===== src/sv/crld_pkg.sv =====
// ============================================================================
// crld_pkg: shared types and constants of the cluster run list decoder
// Holds result kinds, parser phases, register indexes and the structs passed
// between the configuration, step and output modules.
// ============================================================================
package crld_pkg;

   localparam int unsigned WORD_W = 64;
   localparam int unsigned SIZE_W = 4;
   localparam int unsigned CSR_ADDR_W = 2;
   localparam int unsigned LOG2_W = 5;
   localparam logic [LOG2_W-1:0] LOG2_RESET = 5'd12;

   typedef enum logic [1:0] {
      KIND_RUN   = 2'd0,
      KIND_END   = 2'd1,
      KIND_ERROR = 2'd2
   } kind_type;

   typedef enum logic [3:0] {
      PH_IDLE   = 4'b0001,
      PH_HEADER = 4'b0010,
      PH_LENGTH = 4'b0100,
      PH_OFFSET = 4'b1000
   } phase_type;

   typedef enum logic [CSR_ADDR_W-1:0] {
      CSR_START_VCN    = 2'd0,
      CSR_VALID_LENGTH = 2'd1,
      CSR_CLUSTER_LOG2 = 2'd2
   } csr_addr_type;

   typedef struct packed {
      logic [WORD_W-1:0] start_vcn;
      logic [WORD_W-1:0] valid_length;
      logic [WORD_W-1:0] cluster_limit;
   } cfg_type;

   typedef struct packed {
      kind_type          kind;
      logic [WORD_W-1:0] vcn;
      logic [WORD_W-1:0] lcn;
      logic [WORD_W-1:0] length;
      logic              sparse;
      logic              last;
   } result_type;

endpackage


===== src/sv/cluster_run_list_decoder_core.sv =====
// ============================================================================
// cluster_run_list_decoder_core: mapping-pairs run list decoder
// Turns an encoded run list, one byte per transfer, into run records.
// ============================================================================
// Usage:
//   The req_ stream carries one byte of the encoded run list per transfer;
//   req_tuser marks the first header byte of a list and restarts the parser.
//   The rsp_ stream returns at most one result per byte: a run record, an
//   end-of-list mark or a malformed-header error, with rsp_tlast set on the
//   result that closes the list. The csr_ port writes the start VCN, the
//   valid length and the cluster size; write them only between lists.
//   A byte is held in the input register and decoded in a single pass into
//   the result register, which drives rsp_tvalid. One byte is taken every
//   cycle unless a result waits on a stalled receiver; the field gather,
//   one 64-bit add and a compare set the critical path.
//   While the receiver stalls, the result register holds its entry and
//   bytes that yield no result keep flowing; a byte that yields a result
//   waits in the input register and req_tready drops behind it.
//   Reset empties both registers and leaves the parser outside any list.
// ============================================================================
module cluster_run_list_decoder_core #(
   parameter int unsigned MAX_FIELD_BYTES = 8
) (
   input  logic                               clock,
   input  logic                               reset,
   // tdata: data_byte[7:0]
   input  logic                               req_tvalid,
   output logic                               req_tready,
   input  logic [7:0]                         req_tdata,
   // tuser: first[0]
   input  logic                               req_tuser,
   output logic                               rsp_tvalid,
   input  logic                               rsp_tready,
   // tdata: run_vcn[63:0], run_lcn[127:64], run_length[191:128]
   output logic [191:0]                       rsp_tdata,
   // tuser: kind[1:0], sparse[2]
   output logic [2:0]                         rsp_tuser,
   output logic                               rsp_tlast,
   input  logic                               csr_valid,
   output logic                               csr_ready,
   input  logic [crld_pkg::CSR_ADDR_W-1:0]    csr_addr,
   input  logic [crld_pkg::WORD_W-1:0]        csr_wdata
);

   crld_pkg::cfg_type      cfg;
   crld_pkg::result_type   res;
   logic                   res_push;
   logic                   out_free;

   crld_csr u_csr (
      .clock     (clock),
      .reset     (reset),
      .csr_valid (csr_valid),
      .csr_ready (csr_ready),
      .csr_addr  (csr_addr),
      .csr_wdata (csr_wdata),
      .cfg       (cfg)
   );

   crld_step #(
      .MAX_FIELD_BYTES (MAX_FIELD_BYTES)
   ) u_step (
      .clock     (clock),
      .reset     (reset),
      .req_valid (req_tvalid),
      .req_ready (req_tready),
      .req_byte  (req_tdata),
      .req_first (req_tuser),
      .cfg       (cfg),
      .out_free  (out_free),
      .res_push  (res_push),
      .res       (res)
   );

   crld_out u_out (
      .clock      (clock),
      .reset      (reset),
      .res_push   (res_push),
      .res        (res),
      .out_free   (out_free),
      .rsp_tvalid (rsp_tvalid),
      .rsp_tready (rsp_tready),
      .rsp_tdata  (rsp_tdata),
      .rsp_tuser  (rsp_tuser),
      .rsp_tlast  (rsp_tlast)
   );

endmodule


===== src/sv/crld_csr.sv =====
// ============================================================================
// crld_csr: configuration registers
// Holds the start VCN, valid length and cluster size, and derives the cluster
// limit as the valid length divided by the cluster size, rounded up.
// ============================================================================
module crld_csr (
   input  logic                                clock,
   input  logic                                reset,
   input  logic                                csr_valid,
   output logic                                csr_ready,
   input  logic [crld_pkg::CSR_ADDR_W-1:0]     csr_addr,
   input  logic [crld_pkg::WORD_W-1:0]         csr_wdata,
   output crld_pkg::cfg_type                   cfg
);

   logic [crld_pkg::WORD_W-1:0] start_vcn_ff;
   logic [crld_pkg::WORD_W-1:0] valid_len_ff;
   logic [crld_pkg::LOG2_W-1:0] log2_ff;
   logic [crld_pkg::WORD_W-1:0] shifted;
   logic [crld_pkg::WORD_W-1:0] low_mask;
   logic                        round_up;

   assign csr_ready = 1'b1;

   always_ff @(posedge clock) begin
      if (reset) begin
         start_vcn_ff <= '0;
         valid_len_ff <= '0;
         log2_ff      <= crld_pkg::LOG2_RESET;
      end else if (csr_valid) begin
         case (csr_addr)
            crld_pkg::CSR_START_VCN:    start_vcn_ff <= csr_wdata;
            crld_pkg::CSR_VALID_LENGTH: valid_len_ff <= csr_wdata;
            crld_pkg::CSR_CLUSTER_LOG2: log2_ff <= csr_wdata[crld_pkg::LOG2_W-1:0];
            default: ;
         endcase
      end
   end

   // Ceiling division by a power of two: shift, then add one if any
   // remainder bit is set.
   always_comb begin
      shifted  = valid_len_ff >> log2_ff;
      low_mask = (64'd1 << log2_ff) - 64'd1;
      round_up = |(valid_len_ff & low_mask);
   end

   assign cfg.start_vcn     = start_vcn_ff;
   assign cfg.valid_length  = valid_len_ff;
   assign cfg.cluster_limit = shifted + {63'd0, round_up};

endmodule


===== src/sv/crld_step.sv =====
// ============================================================================
// crld_step: input register and run list parser
// Registers each incoming byte, then in one pass decodes headers, gathers
// length and offset fields, and updates the run position and LCN sum.
// ============================================================================
module crld_step #(
   parameter int unsigned MAX_FIELD_BYTES = 8
) (
   input  logic                         clock,
   input  logic                         reset,
   input  logic                         req_valid,
   output logic                         req_ready,
   input  logic [7:0]                   req_byte,
   input  logic                         req_first,
   input  crld_pkg::cfg_type            cfg,
   input  logic                         out_free,
   output logic                         res_push,
   output crld_pkg::result_type         res
);

   localparam int unsigned ACC_W = 8 * MAX_FIELD_BYTES;
   localparam int unsigned BC_W  = $clog2(MAX_FIELD_BYTES + 1);
   localparam logic [crld_pkg::SIZE_W-1:0] MAX_SIZE = crld_pkg::SIZE_W'(MAX_FIELD_BYTES);

   logic                           in_valid_ff;
   logic                           in_valid_in;
   logic [7:0]                     in_byte_ff;
   logic                           in_first_ff;

   crld_pkg::phase_type            phase_ff, phase_in;
   logic [crld_pkg::SIZE_W-1:0]    len_size_ff, len_size_in;
   logic [crld_pkg::SIZE_W-1:0]    off_size_ff, off_size_in;
   logic [BC_W-1:0]                bcount_ff, bcount_in;
   logic [ACC_W-1:0]               acc_ff, acc_in;
   logic [crld_pkg::WORD_W-1:0]    run_start_ff, run_start_in;
   logic [crld_pkg::WORD_W-1:0]    next_ff, next_in;
   logic [crld_pkg::WORD_W-1:0]    lcn_ff, lcn_in;
   logic [crld_pkg::WORD_W-1:0]    limit_ff, limit_in;

   crld_pkg::phase_type            eff_phase;
   logic [ACC_W-1:0]               field_now;
   logic [crld_pkg::SIZE_W-1:0]    bcount_inc;
   logic [crld_pkg::SIZE_W-1:0]    hdr_len;
   logic [crld_pkg::SIZE_W-1:0]    hdr_off;
   logic [crld_pkg::WORD_W-1:0]    len_ext;
   logic [crld_pkg::WORD_W-1:0]    off_ext;
   logic                           over;
   logic                           produce;
   logic                           advance;

   // Sign extension of a field of n bytes (1 to MAX_FIELD_BYTES) to 64 bits.
   function automatic logic [crld_pkg::WORD_W-1:0] sext_field(
      input logic [ACC_W-1:0]              f,
      input logic [crld_pkg::SIZE_W-1:0]   n
   );
      logic                                 sign;
      logic [ACC_W-1:0]                     r;
      logic [crld_pkg::WORD_W+ACC_W-1:0]    w;
      sign = 1'b0;
      r    = f;
      for (int k = 0; k < int'(MAX_FIELD_BYTES); k++) begin
         if (n == crld_pkg::SIZE_W'(k + 1)) sign = f[8*k+7];
      end
      for (int k = 0; k < int'(MAX_FIELD_BYTES); k++) begin
         if (crld_pkg::SIZE_W'(k) >= n) r[8*k +: 8] = {8{sign}};
      end
      w = {{crld_pkg::WORD_W{sign}}, r};
      return w[crld_pkg::WORD_W-1:0];
   endfunction

   // ---------------------------------------------------------------- parser
   always_comb begin
      eff_phase    = in_first_ff ? crld_pkg::PH_HEADER : phase_ff;
      phase_in     = eff_phase;
      len_size_in  = in_first_ff ? '0 : len_size_ff;
      off_size_in  = in_first_ff ? '0 : off_size_ff;
      bcount_in    = in_first_ff ? '0 : bcount_ff;
      acc_in       = in_first_ff ? '0 : acc_ff;
      run_start_in = in_first_ff ? cfg.start_vcn : run_start_ff;
      next_in      = in_first_ff ? cfg.start_vcn : next_ff;
      lcn_in       = in_first_ff ? '0 : lcn_ff;
      limit_in     = in_first_ff ? cfg.cluster_limit : limit_ff;

      field_now = acc_ff;
      for (int k = 0; k < int'(MAX_FIELD_BYTES); k++) begin
         if (bcount_ff == BC_W'(k)) field_now[8*k +: 8] = acc_ff[8*k +: 8] | in_byte_ff;
      end
      bcount_inc = crld_pkg::SIZE_W'(bcount_ff) + 4'd1;
      hdr_len    = in_byte_ff[3:0];
      hdr_off    = in_byte_ff[7:4];
      len_ext    = sext_field(field_now, len_size_ff);
      off_ext    = sext_field(field_now, off_size_ff);
      over       = next_ff > limit_ff;

      produce    = 1'b0;
      res.kind   = crld_pkg::KIND_END;
      res.vcn    = next_in;
      res.lcn    = '0;
      res.length = '0;
      res.sparse = 1'b0;
      res.last   = 1'b1;

      if (in_first_ff && (cfg.valid_length == '0)) begin
         // An empty limit closes the list before the header is looked at.
         produce  = 1'b1;
         phase_in = crld_pkg::PH_IDLE;
      end else begin
         case (eff_phase)
            crld_pkg::PH_HEADER: begin
               if (in_byte_ff == 8'd0) begin
                  produce  = 1'b1;
                  phase_in = crld_pkg::PH_IDLE;
               end else if ((hdr_len == '0) || (hdr_len > MAX_SIZE) ||
                            (hdr_off > MAX_SIZE)) begin
                  produce  = 1'b1;
                  res.kind = crld_pkg::KIND_ERROR;
                  phase_in = crld_pkg::PH_IDLE;
               end else begin
                  len_size_in = hdr_len;
                  off_size_in = hdr_off;
                  bcount_in   = '0;
                  acc_in      = '0;
                  phase_in    = crld_pkg::PH_LENGTH;
               end
            end
            crld_pkg::PH_LENGTH: begin
               if (bcount_inc < len_size_ff) begin
                  bcount_in = BC_W'(bcount_inc);
                  acc_in    = field_now;
               end else begin
                  run_start_in = next_ff;
                  next_in      = next_ff + len_ext;
                  bcount_in    = '0;
                  acc_in       = '0;
                  if (off_size_ff == '0) begin
                     // Sparse run: no clamp, but it may still end the list.
                     produce    = 1'b1;
                     res.kind   = crld_pkg::KIND_RUN;
                     res.vcn    = next_ff;
                     res.length = len_ext;
                     res.sparse = 1'b1;
                     res.last   = (len_ext == (limit_ff - next_ff));
                     phase_in   = res.last ? crld_pkg::PH_IDLE : crld_pkg::PH_HEADER;
                  end else begin
                     phase_in = crld_pkg::PH_OFFSET;
                  end
               end
            end
            crld_pkg::PH_OFFSET: begin
               if (bcount_inc < off_size_ff) begin
                  bcount_in = BC_W'(bcount_inc);
                  acc_in    = field_now;
               end else begin
                  lcn_in     = lcn_ff + off_ext;
                  bcount_in  = '0;
                  acc_in     = '0;
                  next_in    = over ? limit_ff : next_ff;
                  produce    = 1'b1;
                  res.kind   = crld_pkg::KIND_RUN;
                  res.vcn    = run_start_ff;
                  res.lcn    = lcn_ff + off_ext;
                  res.length = over ? (limit_ff - run_start_ff) : (next_ff - run_start_ff);
                  res.last   = (next_ff >= limit_ff);
                  phase_in   = res.last ? crld_pkg::PH_IDLE : crld_pkg::PH_HEADER;
               end
            end
            default: begin
               // Idle: bytes outside a list are dropped.
               produce = 1'b0;
            end
         endcase
      end
   end

   // The held byte moves on when it yields nothing or the result slot frees up.
   assign advance     = in_valid_ff && (!produce || out_free);
   assign res_push    = advance && produce;
   assign req_ready   = !in_valid_ff || advance;
   assign in_valid_in = req_ready ? req_valid : in_valid_ff;

   always_ff @(posedge clock) begin
      if (reset) begin
         in_valid_ff <= 1'b0;
      end else begin
         in_valid_ff <= in_valid_in;
      end
   end

   always_ff @(posedge clock) begin
      if (req_valid && req_ready) begin
         in_byte_ff  <= req_byte;
         in_first_ff <= req_first;
      end
   end

   always_ff @(posedge clock) begin
      if (reset) begin
         phase_ff     <= crld_pkg::PH_IDLE;
         len_size_ff  <= '0;
         off_size_ff  <= '0;
         bcount_ff    <= '0;
         acc_ff       <= '0;
         run_start_ff <= '0;
         next_ff      <= '0;
         lcn_ff       <= '0;
         limit_ff     <= '0;
      end else if (advance) begin
         phase_ff     <= phase_in;
         len_size_ff  <= len_size_in;
         off_size_ff  <= off_size_in;
         bcount_ff    <= bcount_in;
         acc_ff       <= acc_in;
         run_start_ff <= run_start_in;
         next_ff      <= next_in;
         lcn_ff       <= lcn_in;
         limit_ff     <= limit_in;
      end
   end

endmodule


===== src/sv/crld_out.sv =====
// ============================================================================
// crld_out: result register
// Holds one result until the receiver takes it and maps it onto the
// result stream ports.
// ============================================================================
module crld_out (
   input  logic                         clock,
   input  logic                         reset,
   input  logic                         res_push,
   input  crld_pkg::result_type         res,
   output logic                         out_free,
   output logic                         rsp_tvalid,
   input  logic                         rsp_tready,
   output logic [191:0]                 rsp_tdata,
   output logic [2:0]                   rsp_tuser,
   output logic                         rsp_tlast
);

   logic                   valid_ff;
   logic                   valid_in;
   crld_pkg::result_type   res_ff;

   assign out_free = !valid_ff || rsp_tready;
   assign valid_in = res_push || (valid_ff && !rsp_tready);

   always_ff @(posedge clock) begin
      if (reset) begin
         valid_ff <= 1'b0;
      end else begin
         valid_ff <= valid_in;
      end
   end

   always_ff @(posedge clock) begin
      if (res_push) begin
         res_ff <= res;
      end
   end

   assign rsp_tvalid = valid_ff;
   assign rsp_tdata  = {res_ff.length, res_ff.lcn, res_ff.vcn};
   assign rsp_tuser  = {res_ff.sparse, res_ff.kind};
   assign rsp_tlast  = res_ff.last;

endmodule


===== config.mk =====
export PLATFORM = sky130hd
export DESIGN_NAME = cluster_run_list_decoder_core
export DESIGN_NICKNAME = d
export VERILOG_FILES = /design/src/sv/crld_pkg.sv /design/src/sv/cluster_run_list_decoder_core.sv /design/src/sv/crld_csr.sv /design/src/sv/crld_step.sv /design/src/sv/crld_out.sv
export SDC_FILE = /design/constraint.sdc
export NUM_CORES = 2
export LEC_CHECK = 0
export ABC_AREA = 1
export BUFFER_PORTS_ARGS = -buffer_cell sky130_fd_sc_hd__buf_2
export CELL_PAD_IN_SITES_DETAIL_PLACEMENT = 0
export CELL_PAD_IN_SITES_GLOBAL_PLACEMENT = 2
export CORE_MARGIN = 2
export CORE_UTILIZATION = 31
export DETAILED_ROUTE_END_ITERATION = 6
export MAX_ROUTING_LAYER = met4
export PLACE_DENSITY = 0.78
export REMOVE_ABC_BUFFERS = 1
export SYNTH_ARGS = -nofsm -noshare
export SYNTH_HDL_FRONTEND = slang
export SYNTH_SLANG_ARGS = --single-unit
export TNS_END_PERCENT = 50

===== constraint.sdc =====
create_clock -name clock -period 7.4 [get_ports clock]
set_clock_uncertainty 0.15 [all_clocks]
set_input_delay 0.74 -clock clock [delete_from_list [all_inputs] [get_ports clock]]
set_output_delay 0.74 -clock clock [all_outputs]
set_load 0.02 [all_outputs]

==> metrics.md <==
| Metric | Value |
|---|---|
| Status | complete, no violations |
| Max Clk Rate | 142.4 MHz |
| PostCTS Resize Cnt | 2 |
| Largest net degree at the start of global routing | 131 |
| DR WL/cell | 26.75 um |
| Max H-tree Level | 3 |
| Fin. Hold Viols | 0 |
| Share of cells above drive strength 1 | 8.146% |
| Port Buffers | 277 |
| Vias/cell | 5.491 |
| Count of final setup violators | 0 |
| Clk_lat worst skew | 780 ps |
| Dominant synthesized flop cell | dfxtp_1 |
| Unrepaired setup endpoints after global routing | false |
| Worst Slack Setup Final | 376.8 ps |
| Yosys warnings | 0 |
| RD Place Congestion | 1.024 |
| Congestion Overflow GR | 0 |
| I/O pin cnt | 279 |
| Total Wirelength | 318500 um |
| Area of the core | 185000 um2 |
| Slew margin rel. | 25.89% |
| Max-slew violations | 0 |
| Post-synth cell types | 75 |
| Residual DRC count | 0 |
| Hpwl dp | 253800 um |
| Post-synth ARST share | 0% |
| Fin cells | 11910 |
| Total clock sinks | 676 |
| Post-CTS Setup Bufs | 0 |
| Final-stage net count | 9693 |
| Clock slew seen by the registers of the worst setup and hold paths | 60 ps |
| CP max stage cell | o31ai_2 |
| CTS Buffer Depth | 3 |
| Worst-Margin Slew | 1100 ps |
| Dpl ws | -265.3 ps |
| Final instance area | 64930 um2 |
| Starting Density | 31.10% |
| Core Rows | 158 |
| Drt first pass iters | 6 |
| Minimum clock period | 7023 ps |
| Vias in the first global route | 62280 |
| Chip Width | 434.9 um |
| Dpl cell area | 61870 um2 |
| #FFs+latches synth | 676 |
| P&R area growth vs syn | 12.82% |
| Max IR drop VDD | 186.3 uV |
| Post-synthesis instance total | 9197 |
| Pwr Density | 200.0 nW/um2 |
| Startpoint types | flop |
| Final ANT Viol Nets | 0 |
| TritonCTS clock tree | yes |
| Min-Delay Path Class | in2reg |
| DR vias | 65380 |
| CTS buffer count | 90 |
| First-pass GRT wire length | 447900 um |
| Worst path arrival time | 7540 ps |
| Synthesized area per cell | 6.258 um2 |
| Hold buffer count at cts | 0 |
| CP required | 7920 ps |
| DRT iter0 DRCs | 6447 |
| Final setup TNS | 0 ps |
| Die area | 189100 um2 |
| Post-synth EDFFs | 205 |
| Dpl cells | 11730 |
| Critical path's largest stage delay | 520 ps |
| Die Y-Extent | 434.9 um |
| Nature of the critical path endpoint | flop |
| Kind of critical path | reg2reg |
| MaxCap Viol Count | 0 |
| Crit-path max FO | 10 |
| Root Driver | clkbuf_16 |
| Tcrit/Tclk final | 94.91% |
| Post-synthesis sequential area ratio | 27.08% |
| Leakage power | 0.02876 uW |
| Pwr Total | 12990 uW |
| GRT Overall Usage | 33.26% |
| Initial antenna violation count | 15 |
| Fill cell count | 20890 |
| Cell Area, Synth | 57550 um2 |
-- final cells by class --
cell class	instances	area (um2)	share of cell area, %
sequential	676	15590	24.01
antenna	10	25.02	0.03854
multi-input combinational	6838	35570	54.79
inverter	1293	4882	7.519
clock buffer	113	2441	3.760
timing repair buffer	443	2741	4.222
clock inverter	53	571.8	0.8806
tap	2480	3103	4.779
-- power breakdown --
| part | total, uW | internal (uW) | switching [uW] |
|---|---|---|---|
| logic | 4230 | 1160 | 3070 |
| clock network | 4680 | 2660 | 2010 |
| registers | 4080 | 3940 | 136 |
-- metrics by stage --
stage | hold slack [ps] | utilization, %
2_1_floorplan | 289.2 | -
3_3_place_gp | 303.1 | 33.44
3_5_place_dp | 306.4 | 33.44
4_1_cts | 8.678 | 35.07
5_1_grt | 35.57 | 35.08
6_report | 54.92 | 35.09
-- flip-flops by register name, indices dropped and copies added, names as in the netlist --
register,flops
u_step.off_size_ff,4
u_step.phase_ff,4
u_step.in_first_ff,1
u_out.rsp_tuser,3
u_out.rsp_tvalid,1
u_step.bcount_ff,4
u_step.lcn_ff,64
u_out.rsp_tdata,192
u_step.len_size_ff,4
u_step.next_ff,64
u_step.run_start_ff,64
u_csr.log2_ff,5
u_csr.valid_len_ff,64
u_step.limit_ff,64
u_step.in_valid_ff,1
u_out.rsp_tlast,1
u_step.in_byte_ff,8
u_step.acc_ff,64
u_csr.start_vcn_ff,64
-- cells by family (layout without fill, tap and decap cells) --
family          count (synthesis)  count (layout)  synth area share, %
simple gates                 3783            3783                27.22
compound gates               2587            2587                25.34
buf+inv                      1683            1902                11.35
fa+ha+maj                     271             271                5.944
other cells                     1              11             0.006516
mux                            35              35               0.6087
xor+xnor                      161             161                2.450
flops                         676             676                27.08
-- cells in the final DEF (no fill, tap or decap), drive strengths merged, types with 80 or more instances in the layout --
| master | netlist | final |
|---|---|---|
| clkbuf | 269 | 114 |
| nand2 | 2197 | 2197 |
| nor3 | 80 | 80 |
| dfxtp | 471 | 471 |
| nand4 | 118 | 118 |
| o211ai | 88 | 88 |
| inv | 1286 | 1290 |
| a31oi | 127 | 127 |
| buf | 121 | 442 |
| nand3 | 335 | 335 |
| xor2 | 108 | 108 |
| a21oi | 976 | 976 |
| o21ai | 993 | 993 |
| ha | 267 | 267 |
| edfxtp | 205 | 205 |
| nor2 | 920 | 920 |
-- cell usage after synthesis (87+ instances only) --
master | n | area (um2)
clkbuf_1 | 269 | 1010
ha_1 | 267 | 3341
inv_1 | 1255 | 4711
o21ai_1 | 87 | 435.4
nand3_1 | 334 | 1672
nand4_1 | 111 | 694.4
a31oi_1 | 126 | 788.3
o211ai_1 | 88 | 660.6
edfxtp_1 | 205 | 6156
nand2_1 | 2188 | 8213
a21oi_1 | 970 | 4855
xor2_1 | 108 | 945.9
nor2_1 | 900 | 3378
dfxtp_1 | 471 | 9429
o21ai_0 | 901 | 4509
-- per-layer routing --
layer	vias up	global-route usage [%]	part of all wire, %
li1	31100	-	-
met4	0	17.21	6.2
met3	582	4.382	6.1
met1	31160	40.38	41
met5	-	-	0
met2	2534	53.80	46
-- critical path, delay by kind of cell (launching register included) --
family | cells | cell delay (ps)
simple gates | 10 | 1890
buf+inv | 4 | 570
fa+ha+maj | 2 | 610
compound gates | 12 | 3260
flops | 1 | 450
-- worst paths after layout --
path                                          start              endpoint  slack [ps]  cells after the start
worst max-delay path            u_step.bcount_ff[0]     u_step.lcn_ff[55]         380                     28
worst min register to register    u_step.acc_ff[23]     u_step.acc_ff[23]         310                      2
worst max register to register  u_step.bcount_ff[0]     u_step.lcn_ff[55]         380                     28
worst min-delay path                   req_tdata[6]  u_step.in_byte_ff[6]          50                      1
Note: power is estimated with default switching activity, not from simulation.
